[config.mk]
export PLATFORM = sky130hd
export DESIGN_NAME = perceptron_online_trainer_unit
export DESIGN_NICKNAME = d
export VERILOG_FILES = /design/src/rtl/core/pot_pkg.sv /design/src/rtl/core/perceptron_online_trainer_unit.sv /design/src/rtl/core/pot_lane.sv /design/src/rtl/core/pot_merge.sv
export SDC_FILE = /design/constraint.sdc
export NUM_CORES = 2
export LEC_CHECK = 0
export BUFFER_PORTS_ARGS = -buffer_cell sky130_fd_sc_hd__buf_2
export CORE_ASPECT_RATIO = 2
export CORE_MARGIN = 1
export CORE_UTILIZATION = 40
export DETAILED_ROUTE_END_ITERATION = 10
export GPL_ROUTABILITY_DRIVEN = 0
export PLACE_DENSITY_LB_ADDON = 0.25
export SLEW_MARGIN = 0
export SYNTH_ARGS = -nofsm -noshare
export SYNTH_HDL_FRONTEND = slang
export SYNTH_SLANG_ARGS = --single-unit
[constraint.sdc]
create_clock -name clk -period 10.1 [get_ports clk]
set_input_delay 0.505 -clock clk [delete_from_list [all_inputs] [get_ports clk]]
set_output_delay 0.505 -clock clk [all_outputs]
set_load 0.03 [all_outputs]
[src/rtl/core/pot_pkg.sv]
// Shared types, codes and saturating add for the perceptron trainer.
// No dependencies; used by every module of the block.
`timescale 1ns / 1ps

package pot_pkg;

	localparam int FEATURE_COUNT_DEF = 2;
	localparam int FEAT_W            = 16;
	localparam int WEIGHT_W          = 32;
	localparam int RATE_W            = 16;
	localparam int PROD_W            = WEIGHT_W + FEAT_W;
	localparam int DELTA_W           = WEIGHT_W + 2;
	localparam int CFG_IDX_W         = 8;
	localparam int CFG_DATA_W        = 32;
	localparam int OUTQ_DEPTH        = 2;
	localparam int RATE_RESET        = 6554;

	typedef enum logic [1:0] {
		MODE_PREDICT = 2'd0,
		MODE_TRAIN   = 2'd1,
		MODE_LOAD    = 2'd2
	} mode_t;

	typedef enum logic [CFG_IDX_W-1:0] {
		REG_RATE = 8'd0,
		REG_IW0  = 8'd1,
		REG_IW1  = 8'd2,
		REG_BIAS = 8'd3
	} reg_idx_t;

	typedef struct packed {
		logic [WEIGHT_W-1:0] value;
		logic                clip;
	} sat_t;

	typedef struct packed {
		logic prediction;
		logic updated;
		logic saturated;
	} res_t;

	// Q15.16 add with clipping to the 32-bit range.
	function automatic sat_t sat_add(input logic signed [WEIGHT_W-1:0] cur,
	                                 input logic signed [DELTA_W-1:0] delta);
		logic signed [DELTA_W-1:0] s;
		sat_t r;
		s = DELTA_W'(cur) + delta;
		r.clip = 1'b0;
		r.value = s[WEIGHT_W-1:0];
		if (!s[DELTA_W-1] && (s[DELTA_W-2:WEIGHT_W-1] != '0)) begin
			r.value = {1'b0, {(WEIGHT_W-1){1'b1}}};
			r.clip = 1'b1;
		end else if (s[DELTA_W-1] && (s[DELTA_W-2:WEIGHT_W-1] != '1)) begin
			r.value = {1'b1, {(WEIGHT_W-1){1'b0}}};
			r.clip = 1'b1;
		end
		return r;
	endfunction

endpackage

[src/rtl/core/perceptron_online_trainer_unit.sv]
// Results are registered into the output queue as their items are accepted.
// Throughput: one item per cycle while the output queue has room; the weight
// loop (multiply, sum, compare, saturating update) is combinational and sets that figure.
// A two-entry output queue keeps input open while one result waits.
// Reset clears weights, bias and queue, and returns registers to reset values.
`timescale 1ns / 1ps

module perceptron_online_trainer_unit #(
	parameter int FEATURE_COUNT = pot_pkg::FEATURE_COUNT_DEF
) (
	input  logic                               clk,
	input  logic                               arst_n,
	// item input
	input  logic                               in_valid,
	output logic                               in_ready,
	input  logic [1:0]                         mode,
	input  logic signed [pot_pkg::FEAT_W-1:0]  feature_0,
	input  logic signed [pot_pkg::FEAT_W-1:0]  feature_1,
	input  logic                               target,
	// result output
	output logic                               out_valid,
	input  logic                               out_ready,
	output logic                               prediction,
	output logic                               updated,
	output logic                               saturated,
	// register writes
	input  logic                               cfg_valid,
	output logic                               cfg_ready,
	input  logic [pot_pkg::CFG_IDX_W-1:0]      cfg_index,
	input  logic [pot_pkg::CFG_DATA_W-1:0]     cfg_data
);

	localparam int QPTR_W = $clog2(pot_pkg::OUTQ_DEPTH);
	localparam int QCNT_W = $clog2(pot_pkg::OUTQ_DEPTH + 1);

	// configuration registers
	logic [pot_pkg::RATE_W-1:0]          rate_q;
	logic signed [pot_pkg::WEIGHT_W-1:0] iw0_q;
	logic signed [pot_pkg::WEIGHT_W-1:0] iw1_q;
	logic signed [pot_pkg::WEIGHT_W-1:0] ibias_q;

	// learned state
	logic signed [pot_pkg::WEIGHT_W-1:0] weight_q [FEATURE_COUNT];
	logic signed [pot_pkg::WEIGHT_W-1:0] bias_q;

	logic [FEATURE_COUNT-1:0][pot_pkg::PROD_W-1:0] products;
	pot_pkg::sat_t                        lane_next [FEATURE_COUNT];
	logic [FEATURE_COUNT-1:0]             lane_clip;
	pot_pkg::sat_t                        bias_next;
	logic                                 pred;
	logic                                 accept;
	logic                                 train_fire;
	logic                                 load_fire;
	pot_pkg::res_t                        res;

	// output queue
	pot_pkg::res_t     slot_q [pot_pkg::OUTQ_DEPTH];
	logic [QPTR_W-1:0] wr_ptr_q;
	logic [QPTR_W-1:0] rd_ptr_q;
	logic [QCNT_W-1:0] count_q;
	logic              pop;

	// The user must make writes arrive only while idle; the block does not enforce this. The port is always open.
	assign cfg_ready = 1'b1;

	always_ff @(posedge clk or negedge arst_n) begin
		if (!arst_n) begin
			rate_q  <= pot_pkg::RATE_W'(pot_pkg::RATE_RESET);
			iw0_q   <= '0;
			iw1_q   <= '0;
			ibias_q <= '0;
		end else if (cfg_valid) begin
			unique case (cfg_index)
				pot_pkg::REG_RATE: rate_q  <= cfg_data[pot_pkg::RATE_W-1:0];
				pot_pkg::REG_IW0:  iw0_q   <= cfg_data;
				pot_pkg::REG_IW1:  iw1_q   <= cfg_data;
				pot_pkg::REG_BIAS: ibias_q <= cfg_data;
				default: ;
			endcase
		end
	end

	assign in_ready = (count_q != QCNT_W'(pot_pkg::OUTQ_DEPTH));
	assign accept   = in_valid && in_ready;

	// Lanes: one multiply and one weight candidate per feature.
	for (genvar i = 0; i < FEATURE_COUNT; i++) begin : g_lane
		logic signed [pot_pkg::FEAT_W-1:0]   x;
		logic signed [pot_pkg::WEIGHT_W-1:0] init_w;
		logic signed [pot_pkg::PROD_W-1:0]   prod;

		if (i == 0) begin : g_f0
			assign x      = feature_0;
			assign init_w = iw0_q;
		end else if (i == 1) begin : g_f1
			assign x      = feature_1;
			assign init_w = iw1_q;
		end else begin : g_fz
			// features past the second are zero, loaded weights too
			assign x      = '0;
			assign init_w = '0;
		end

		pot_lane u_lane (
			.weight      (weight_q[i]),
			.feature     (x),
			.step_size   (rate_q),
			.target      (target),
			.product     (prod),
			.next_weight (lane_next[i])
		);

		assign products[i]  = prod;
		assign lane_clip[i] = lane_next[i].clip;

		always_ff @(posedge clk or negedge arst_n) begin
			if (!arst_n) begin
				weight_q[i] <= '0;
			end else if (train_fire) begin
				weight_q[i] <= lane_next[i].value;
			end else if (load_fire) begin
				weight_q[i] <= init_w;
			end
		end
	end

	pot_merge #(
		.FEATURE_COUNT (FEATURE_COUNT)
	) u_merge (
		.products   (products),
		.bias       (bias_q),
		.step_size  (rate_q),
		.target     (target),
		.prediction (pred),
		.next_bias  (bias_next)
	);

	// Train only fires on a wrong prediction; mode 3 acts as predict.
	assign train_fire = accept && (mode == pot_pkg::MODE_TRAIN) && (target != pred);
	assign load_fire  = accept && (mode == pot_pkg::MODE_LOAD);

	always_ff @(posedge clk or negedge arst_n) begin
		if (!arst_n) begin
			bias_q <= '0;
		end else if (train_fire) begin
			bias_q <= bias_next.value;
		end else if (load_fire) begin
			bias_q <= ibias_q;
		end
	end

	assign res.prediction = pred;
	assign res.updated    = train_fire;
	assign res.saturated  = train_fire && ((|lane_clip) || bias_next.clip);

	// Output queue: results wait here until taken.
	assign pop = out_valid && out_ready;

	always_ff @(posedge clk or negedge arst_n) begin
		if (!arst_n) begin
			wr_ptr_q <= '0;
			rd_ptr_q <= '0;
			count_q  <= '0;
		end else begin
			if (accept) begin
				wr_ptr_q <= wr_ptr_q + 1'b1;
			end
			if (pop) begin
				rd_ptr_q <= rd_ptr_q + 1'b1;
			end
			if (accept && !pop) begin
				count_q <= count_q + 1'b1;
			end else if (pop && !accept) begin
				count_q <= count_q - 1'b1;
			end
		end
	end

	always_ff @(posedge clk) begin
		if (accept) begin
			slot_q[wr_ptr_q] <= res;
		end
	end

	assign out_valid  = (count_q != '0);
	assign prediction = slot_q[rd_ptr_q].prediction;
	assign updated    = slot_q[rd_ptr_q].updated;
	assign saturated  = slot_q[rd_ptr_q].saturated;

endmodule

[src/rtl/core/pot_lane.sv]
// One feature lane: weight*feature product and the trained weight candidate.
// Depends on pot_pkg.
`timescale 1ns / 1ps

module pot_lane (
	input  logic signed [pot_pkg::WEIGHT_W-1:0] weight,
	input  logic signed [pot_pkg::FEAT_W-1:0]   feature,
	input  logic [pot_pkg::RATE_W-1:0]          step_size,
	input  logic                                target,
	output logic signed [pot_pkg::PROD_W-1:0]   product,
	output pot_pkg::sat_t                       next_weight
);

	logic [pot_pkg::FEAT_W-1:0]                mag;
	logic [pot_pkg::RATE_W+pot_pkg::FEAT_W-1:0] scaled;
	logic [pot_pkg::RATE_W+pot_pkg::FEAT_W:0]   rounded;
	logic [pot_pkg::RATE_W+pot_pkg::FEAT_W-13:0] step;
	logic                                      neg;
	logic signed [pot_pkg::DELTA_W-1:0]        step_ext;
	logic signed [pot_pkg::DELTA_W-1:0]        delta;

	assign product = weight * feature;

	// |x| fits 16 bits unsigned, most negative value included
	assign mag      = feature[pot_pkg::FEAT_W-1] ? pot_pkg::FEAT_W'(-feature) : feature;
	assign scaled   = step_size * mag;
	// Q.28 -> Q.16, ties away from zero; the sum never reaches bit 32
	assign rounded  = (pot_pkg::RATE_W+pot_pkg::FEAT_W+1)'(scaled) + 'd2048;
	assign step     = rounded[pot_pkg::RATE_W+pot_pkg::FEAT_W-1:12];
	// target high means the error is +1
	assign neg      = feature[pot_pkg::FEAT_W-1] ^ ~target;
	assign step_ext = $signed(pot_pkg::DELTA_W'(step));
	assign delta    = neg ? -step_ext : step_ext;

	assign next_weight = pot_pkg::sat_add(weight, delta);

endmodule

[src/rtl/core/pot_merge.sv]
// Merge stage: sums lane products with the bias, step activation, bias update.
// Depends on pot_pkg.
`timescale 1ns / 1ps

module pot_merge #(
	parameter int FEATURE_COUNT = pot_pkg::FEATURE_COUNT_DEF
) (
	input  logic [FEATURE_COUNT-1:0][pot_pkg::PROD_W-1:0] products,
	input  logic signed [pot_pkg::WEIGHT_W-1:0]           bias,
	input  logic [pot_pkg::RATE_W-1:0]                    step_size,
	input  logic                                          target,
	output logic                                          prediction,
	output pot_pkg::sat_t                                 next_bias
);

	localparam int NET_W = pot_pkg::PROD_W + $clog2(FEATURE_COUNT + 1);

	logic signed [NET_W-1:0]            net;
	logic signed [pot_pkg::DELTA_W-1:0] rate_ext;

	always_comb begin
		// bias is Q.16, products are Q.28
		net = NET_W'(bias) <<< 12;
		for (int i = 0; i < FEATURE_COUNT; i++) begin
			net = net + NET_W'($signed(products[i]));
		end
	end

	assign prediction = ~net[NET_W-1];
	assign rate_ext   = $signed(pot_pkg::DELTA_W'(step_size));
	assign next_bias  = pot_pkg::sat_add(bias, target ? rate_ext : -rate_ext);

endmodule

[Yosys cells after proc, flatten, opt, wreduce, memory -nomap -nowiden]
Memory sizes are Yosys's and may differ from the RTL's.
Index checks and enable logic that the tools add are counted.
Storage, ports and cells
  word-level logic and storage cells: 98
  RAM bits: 6
  memories: 1
  flip-flop bits (word level): 212
Operators by class
  eq/ne operators: 10
  muxes and demuxes: 21
  reductions and logical operators: 32
  bitwise operators: 4
  multipliers: 4
  $add $sub $neg: 16
Memory list
  slot_q: depth 2, bits a word 3, rd ports 1, clocked after memory_dff 0, wr ports 1, line perceptron_online_trainer_unit.sv:57  | pot_pkg::res_t slot_q [pot_pkg::OUTQ_DEPTH];
Operator list (number)
  $mux W33: 6
  $mux W32: 6
  $add A32 B34 Y34: 3
  $mux W34: 3
  $mul A32 B16 Y48: 2
  $neg A20 Y34: 2
  $add A32 B12 Y32 const B: 2
  $mul A16 B16 Y32: 2
  $add A49 B48 Y50: 1
  $add A44 B48 Y49: 1
  $neg A16 Y34: 1
  $mux W16: 2
  $neg A16 Y16: 2
  $eq A8 B2 Y1 const B: 2
  $logic_and A1 B1 Y1: 14
  $reduce_bool A2 Y1: 6
  $eq A8 B1 Y1 const B: 1
  $logic_not A8 Y1: 1
  $ne A2 B2 Y1 const B: 4
  $reduce_and A2 Y1: 4
  $logic_not A1 Y1: 5
  $mux W2: 2
  $add A1 B1 Y1 const B: 2
  $add A2 B1 Y2 const B: 1
  9 further kinds: 12

[Logic depth before layout (Yosys ltp)]
  depth after elaboration: 14
  depth in mapped cells: 50
  gate-level depth less buffers: 45

[Cells and area by module]
Synthesis repeated with hierarchy kept, for this count alone.
Unflattened totals
  cells, all modules: 8155
  area, all modules: 72029.1 um^2
By module, submodules not included
  pot_lane at g_lane[0].u_lane: area each 29159.2 um^2, sequential area each 0.0 um^2, cells an instance 3418, times used 1
  pot_lane at g_lane[1].u_lane: area each 28823.9 um^2, sequential area each 0.0 um^2, cells an instance 3353, times used 1
  perceptron_online_trainer_unit: area each 9459.1 um^2, sequential area each 5494.0 um^2, cells an instance 815, times used 1
  pot_merge: area each 4586.9 um^2, sequential area each 0.0 um^2, cells an instance 569, times used 1

[Worst setup path before layout]
No wires, ideal clock.
  path kind: input-to-reg
  start point: input port feature_0[3] in the netlist's numbering
  end point: memory slot_q[0][0] in the netlist's numbering, data pin
  stages on the path: 42
  buffers on the path: 3
  required time: 9928 ps
  library setup time: 172 ps
  data arrival time: 11587 ps
  setup slack: -1659 ps
  path through: clkbuf_1 -> or4_1 -> or4_1 -> o31ai_1 -> xnor2_1 -> clkbuf_1 -> nand2_1 -> fa_1 -> inv_1 -> fa_1 -> inv_1 -> fa_1 -> inv_1 -> fa_1 -> fa_1 -> inv_1 -> fa_1 -> inv_1 -> [6 not listed] -> nand4_1 -> nor4_4 -> a31oi_1 -> or2_2 -> ha_1 -> a21o_1 -> a21o_1 -> a21oi_1 -> o31ai_1 -> o211ai_1 -> a21oi_1 -> a221oi_1 -> o21ai_0 -> xnor3_2 -> a311oi_2 -> buf_2 -> a21oi_1 -> a41oi_1
RTL lines
  start, declared: line perceptron_online_trainer_unit.sv:17  | input logic signed [pot_pkg::FEAT_W-1:0] feature_0,
  end, declared: line perceptron_online_trainer_unit.sv:57

[Final worst setup path]
  start point: input port feature_0[0] in the netlist's numbering
  end point: register weight_q[36] in the netlist's numbering
Between the ends
  cells in the longest elaborated chain, start to end: 12
RTL lines
  $neg A16 Y16: line pot_lane.sv:25  | assign mag = feature[pot_pkg::FEAT_W-1] ? pot_pkg::FEAT_W'(-feature) : feature;
  $mux W16: line pot_lane.sv:25
  $mul A16 B16 Y32: line pot_lane.sv:26  | assign scaled = step_size * mag;
  $add A32 B12 Y32: line pot_lane.sv:28  | assign rounded = (pot_pkg::RATE_W+pot_pkg::FEAT_W+1)'(scaled) + 'd2048;
  $neg A20 Y34: line pot_lane.sv:33  | assign delta = neg ? -step_ext : step_ext;
  $mux W34: line pot_lane.sv:33
  $add A32 B34 Y34: line pot_pkg.sv:47  | s = DELTA_W'(cur) + delta;
  $ne A2 B2 Y1: line pot_pkg.sv:53  | end else if (s[DELTA_W-1] && (s[DELTA_W-2:WEIGHT_W-1] != '1)) begin
  $logic_and A1 B1 Y1: line pot_pkg.sv:53
  $mux W33: line pot_pkg.sv:53
  $mux W33: line pot_pkg.sv:50  | if (!s[DELTA_W-1] && (s[DELTA_W-2:WEIGHT_W-1] != '0)) begin
  $mux W32: line perceptron_online_trainer_unit.sv:119  | end else if (train_fire) begin
  end signal, assigned by index: line perceptron_online_trainer_unit.sv:120  | weight_q[i] <= lane_next[i].value;
  end signal, assigned by index: line perceptron_online_trainer_unit.sv:122  | weight_q[i] <= init_w;
  end, declared: line perceptron_online_trainer_unit.sv:43  | logic signed [pot_pkg::WEIGHT_W-1:0] weight_q [FEATURE_COUNT];
Parallel ways exist; a longest one is shown, timed or not.
A chain may end at the register's enable or synchronous reset.

==> results.json <==
{
  "end_kind": "register",
  "ys_seq_area_frac": 0.0801,
  "ant_nets": 0,
  "firstDrtPassIters": 6,
  "hold_path_depth": 3,
  "antenna_found_initial": 27,
  "cts_root_buffer": "clkbuf_16",
  "initial_core_util": 0.403,
  "min_from": "cfg_data[1]",
  "finalHoldViolations": 0,
  "fin_nets": 10209,
  "violations": "negative setup slack",
  "die_area_mm2": 0.173,
  "clk_path_buf_depth": 3,
  "timing.rr.start": "rate_q[5]$_DFFE_PN0P_",
  "grt_pass1_wl_um": 379000,
  "grt_use_total": 0.299,
  "synthAdderAreaFrac": 0.533,
  "ys_types": 89,
  "holdCritPathClass": "in2reg",
  "period_minus_slack_ps": 10580,
  "vias": 56256,
  "r2r_end": "weight_q[36]$_DFFE_PN0P_",
  "synthMuxAreaShare": 0.0213,
  "worstPathMaxFanout": 7,
  "setup_slack_ps": -477,
  "layout.cells.most_common_list": "inv_1, fa_1, nand2_1",
  "clk_latency_ps": 570,
  "clock.fmax_ghz": 0.0945,
  "wl_per_cell_um": 24.3,
  "synth_top_area_frac": 0.441,
  "synth_cells": 7606,
  "worst_pin_slew_ps": 1220,
  "worstPathArrival_ps": 11030,
  "rsz0062_at_grt": "yes",
  "synth_simple_gate_area_frac": 0.151,
  "drive_gt1_frac": 0.168,
  "slowest_delay_ps": 560,
  "cp-start-kind": "input port",
  "grt_max_degree": 86,
  "rows": 214,
  "final_common_cell": "inv_1",
  "critical_path.most_common_cell": "fa_1",
  "final_max_slew_viol_count": 0,
  "maxSlewHeadroom": 0.186,
  "synth_edf_count": 6,
  "outcome": "complete, but fails checks",
  "ys_warn_count": 0,
  "fp.coreArea_mm2": 0.170,
  "r2r_slack_ps": -20,
  "clock_skew_ps": 28.2,
  "setup_viol": 64,
  "die_h_um": 588,
  "maxCapViolations": 0,
  "numPortBuffers": 84,
  "worstSetupPathType": "in2reg",
  "htreeDepth": 1,
  "ys_seq_elements": 218,
  "syn-cell-area_mm2": 0.0686,
  "routed_wl_um": 253000,
  "cts_buffers": 20,
  "grt_overflow": 0,
  "cts.clk_slew.worst_paths_ps": 70,
  "synth_area_leaders": "fa_1, ha_1, inv_1",
  "synth_top_family_by_area": "adder cells",
  "clock_sinks": 218,
  "ios": 86,
  "final_area_mm2": 0.0796,
  "grt_pass1_vias": 64022,
  "place_hpwl_um": 212000,
  "area_delta_synth_final_pct": 16.1,
  "post-route-period-util": 1.05,
  "viasPerCell": 5.40,
  "synth_ff_type": "dfrtp_1",
  "synth_compound_area_frac": 0.0744,
  "cp.required_ps": 10560,
  "cts_tree": "built",
  "drc": 0,
  "reg2reg_depth": 41,
  "hold_path_end": "rate_q[1]$_DFFE_PN1P_",
  "yosysTopAreaCell": "fa_1",
  "drt_iter0_drc": 2856,
  "cpMaxStageDelayCell": "or4_4",
  "syn-num-nets": 9701,
  "fp.dieW_um": 295,
  "syn_area_per_cell_um2": 9.02,
  "placed_area_mm2": 0.0767,
  "ys_async_sr_fraction": 0.972,
  "synth_xor_area_frac": 0.0293
}
-- per-layer routing --
layer	global-route usage	vias up	part of all wire
li1	-	24033	-
met2	0.559	2069	0.54
met1	0.260	28921	0.29
met3	0.0418	1203	0.046
met4	0.306	30	0.13
met5	0	-	0.00080
-- area by class of cell --
class	instances	area, um2
inverters	1607	6030
fillers	16356	90400
well taps	2268	2840
flip-flops and latches	218	5510
clock buffers	27	569
multi-input cells	5367	57300
diodes	15	37.5
clock inverters	9	96.3
repair buffers	900	7260
-- cells by family after synthesis --
| family | count (synthesis) |
|---|---|
| fa+ha+maj | 2015 |
| buf+inv | 2021 |
| compound gates | 754 |
| xor+xnor | 226 |
| mux | 131 |
| flops | 218 |
| other cells | 1 |
| simple gates | 2240 |
-- worst max path at each step --
stage                       from                        to  cells after the start
finish              feature_0[0]  weight_q[36]$_DFFE_PN0P_                     46
global route        feature_0[0]  weight_q[43]$_DFFE_PN0P_                     50
CTS                 feature_0[0]  weight_q[62]$_DFFE_PN0P_                     44
detailed placement  feature_0[2]  weight_q[54]$_DFFE_PN0P_                     39
global placement    feature_0[2]  weight_q[36]$_DFFE_PN0P_                     44
floorplan           feature_0[2]    slot_q[0][0]$_DFFE_PP_                     42
-- synthesized netlist by cell type, types with 78 or more instances --
library cell / instances
a21o_1: 99
a21oi_1: 181
and2_1: 427
clkbuf_1: 378
dfrtp_1: 205
fa_1: 1509
ha_1: 506
inv_1: 1603
mux2_2: 115
nand2_1: 1342
nand2b_1: 78
nor2_1: 148
o21ai_0: 111
xnor2_1: 139
xor2_1: 85
-- repair_timing --
action | CTS | global route
buffers inserted | 53 | 20
gates resized for setup | 228 | 104
pin swaps | 116 | 77
endpoints found under the hold margin | 62 | 0
hold buffers | 1 | 0
setup endpoints to repair | 66 | 98
cloned | 9 | 0
-- through the flow --
stage	setup TNS (ps)	utilization	setup WS, ps	instances	hold slack (ps)
5_1_grt	-42750	0.468	-857	10402	242
4_1_cts	-10290	0.465	-341	10383	221
3_5_place_dp	-81560	0.451	-1320	10289	475
6_report	-18200	0.468	-477	10411	240
2_1_floorplan	-38550	-	-831	7606	209
3_3_place_gp	-68940	0.451	-1130	10289	475
-- worst max-delay path, delay by kind of cell --
family | cells | cell delay (ps)
AOI/OAI and AO/OA | 15 | 2940
adders and majority gates | 8 | 3280
and+or+nand+nor | 7 | 2210
xor gates and xnor gates | 4 | 760
buffers and inverters | 12 | 1310
-- flip-flops by register name, indices dropped and copies added (netlist names) --
register       cells
rate_q            16
bias_q            32
g_lane.init_w     64
rd_ptr_q           1
wr_ptr_q           1
ibias_q           32
weight_q          64
count_q            2
slot_q             6
Power is left out: the tool's default activity adds up to more than one toggle a clock period on the data nets, which glitch-free logic cannot reach.
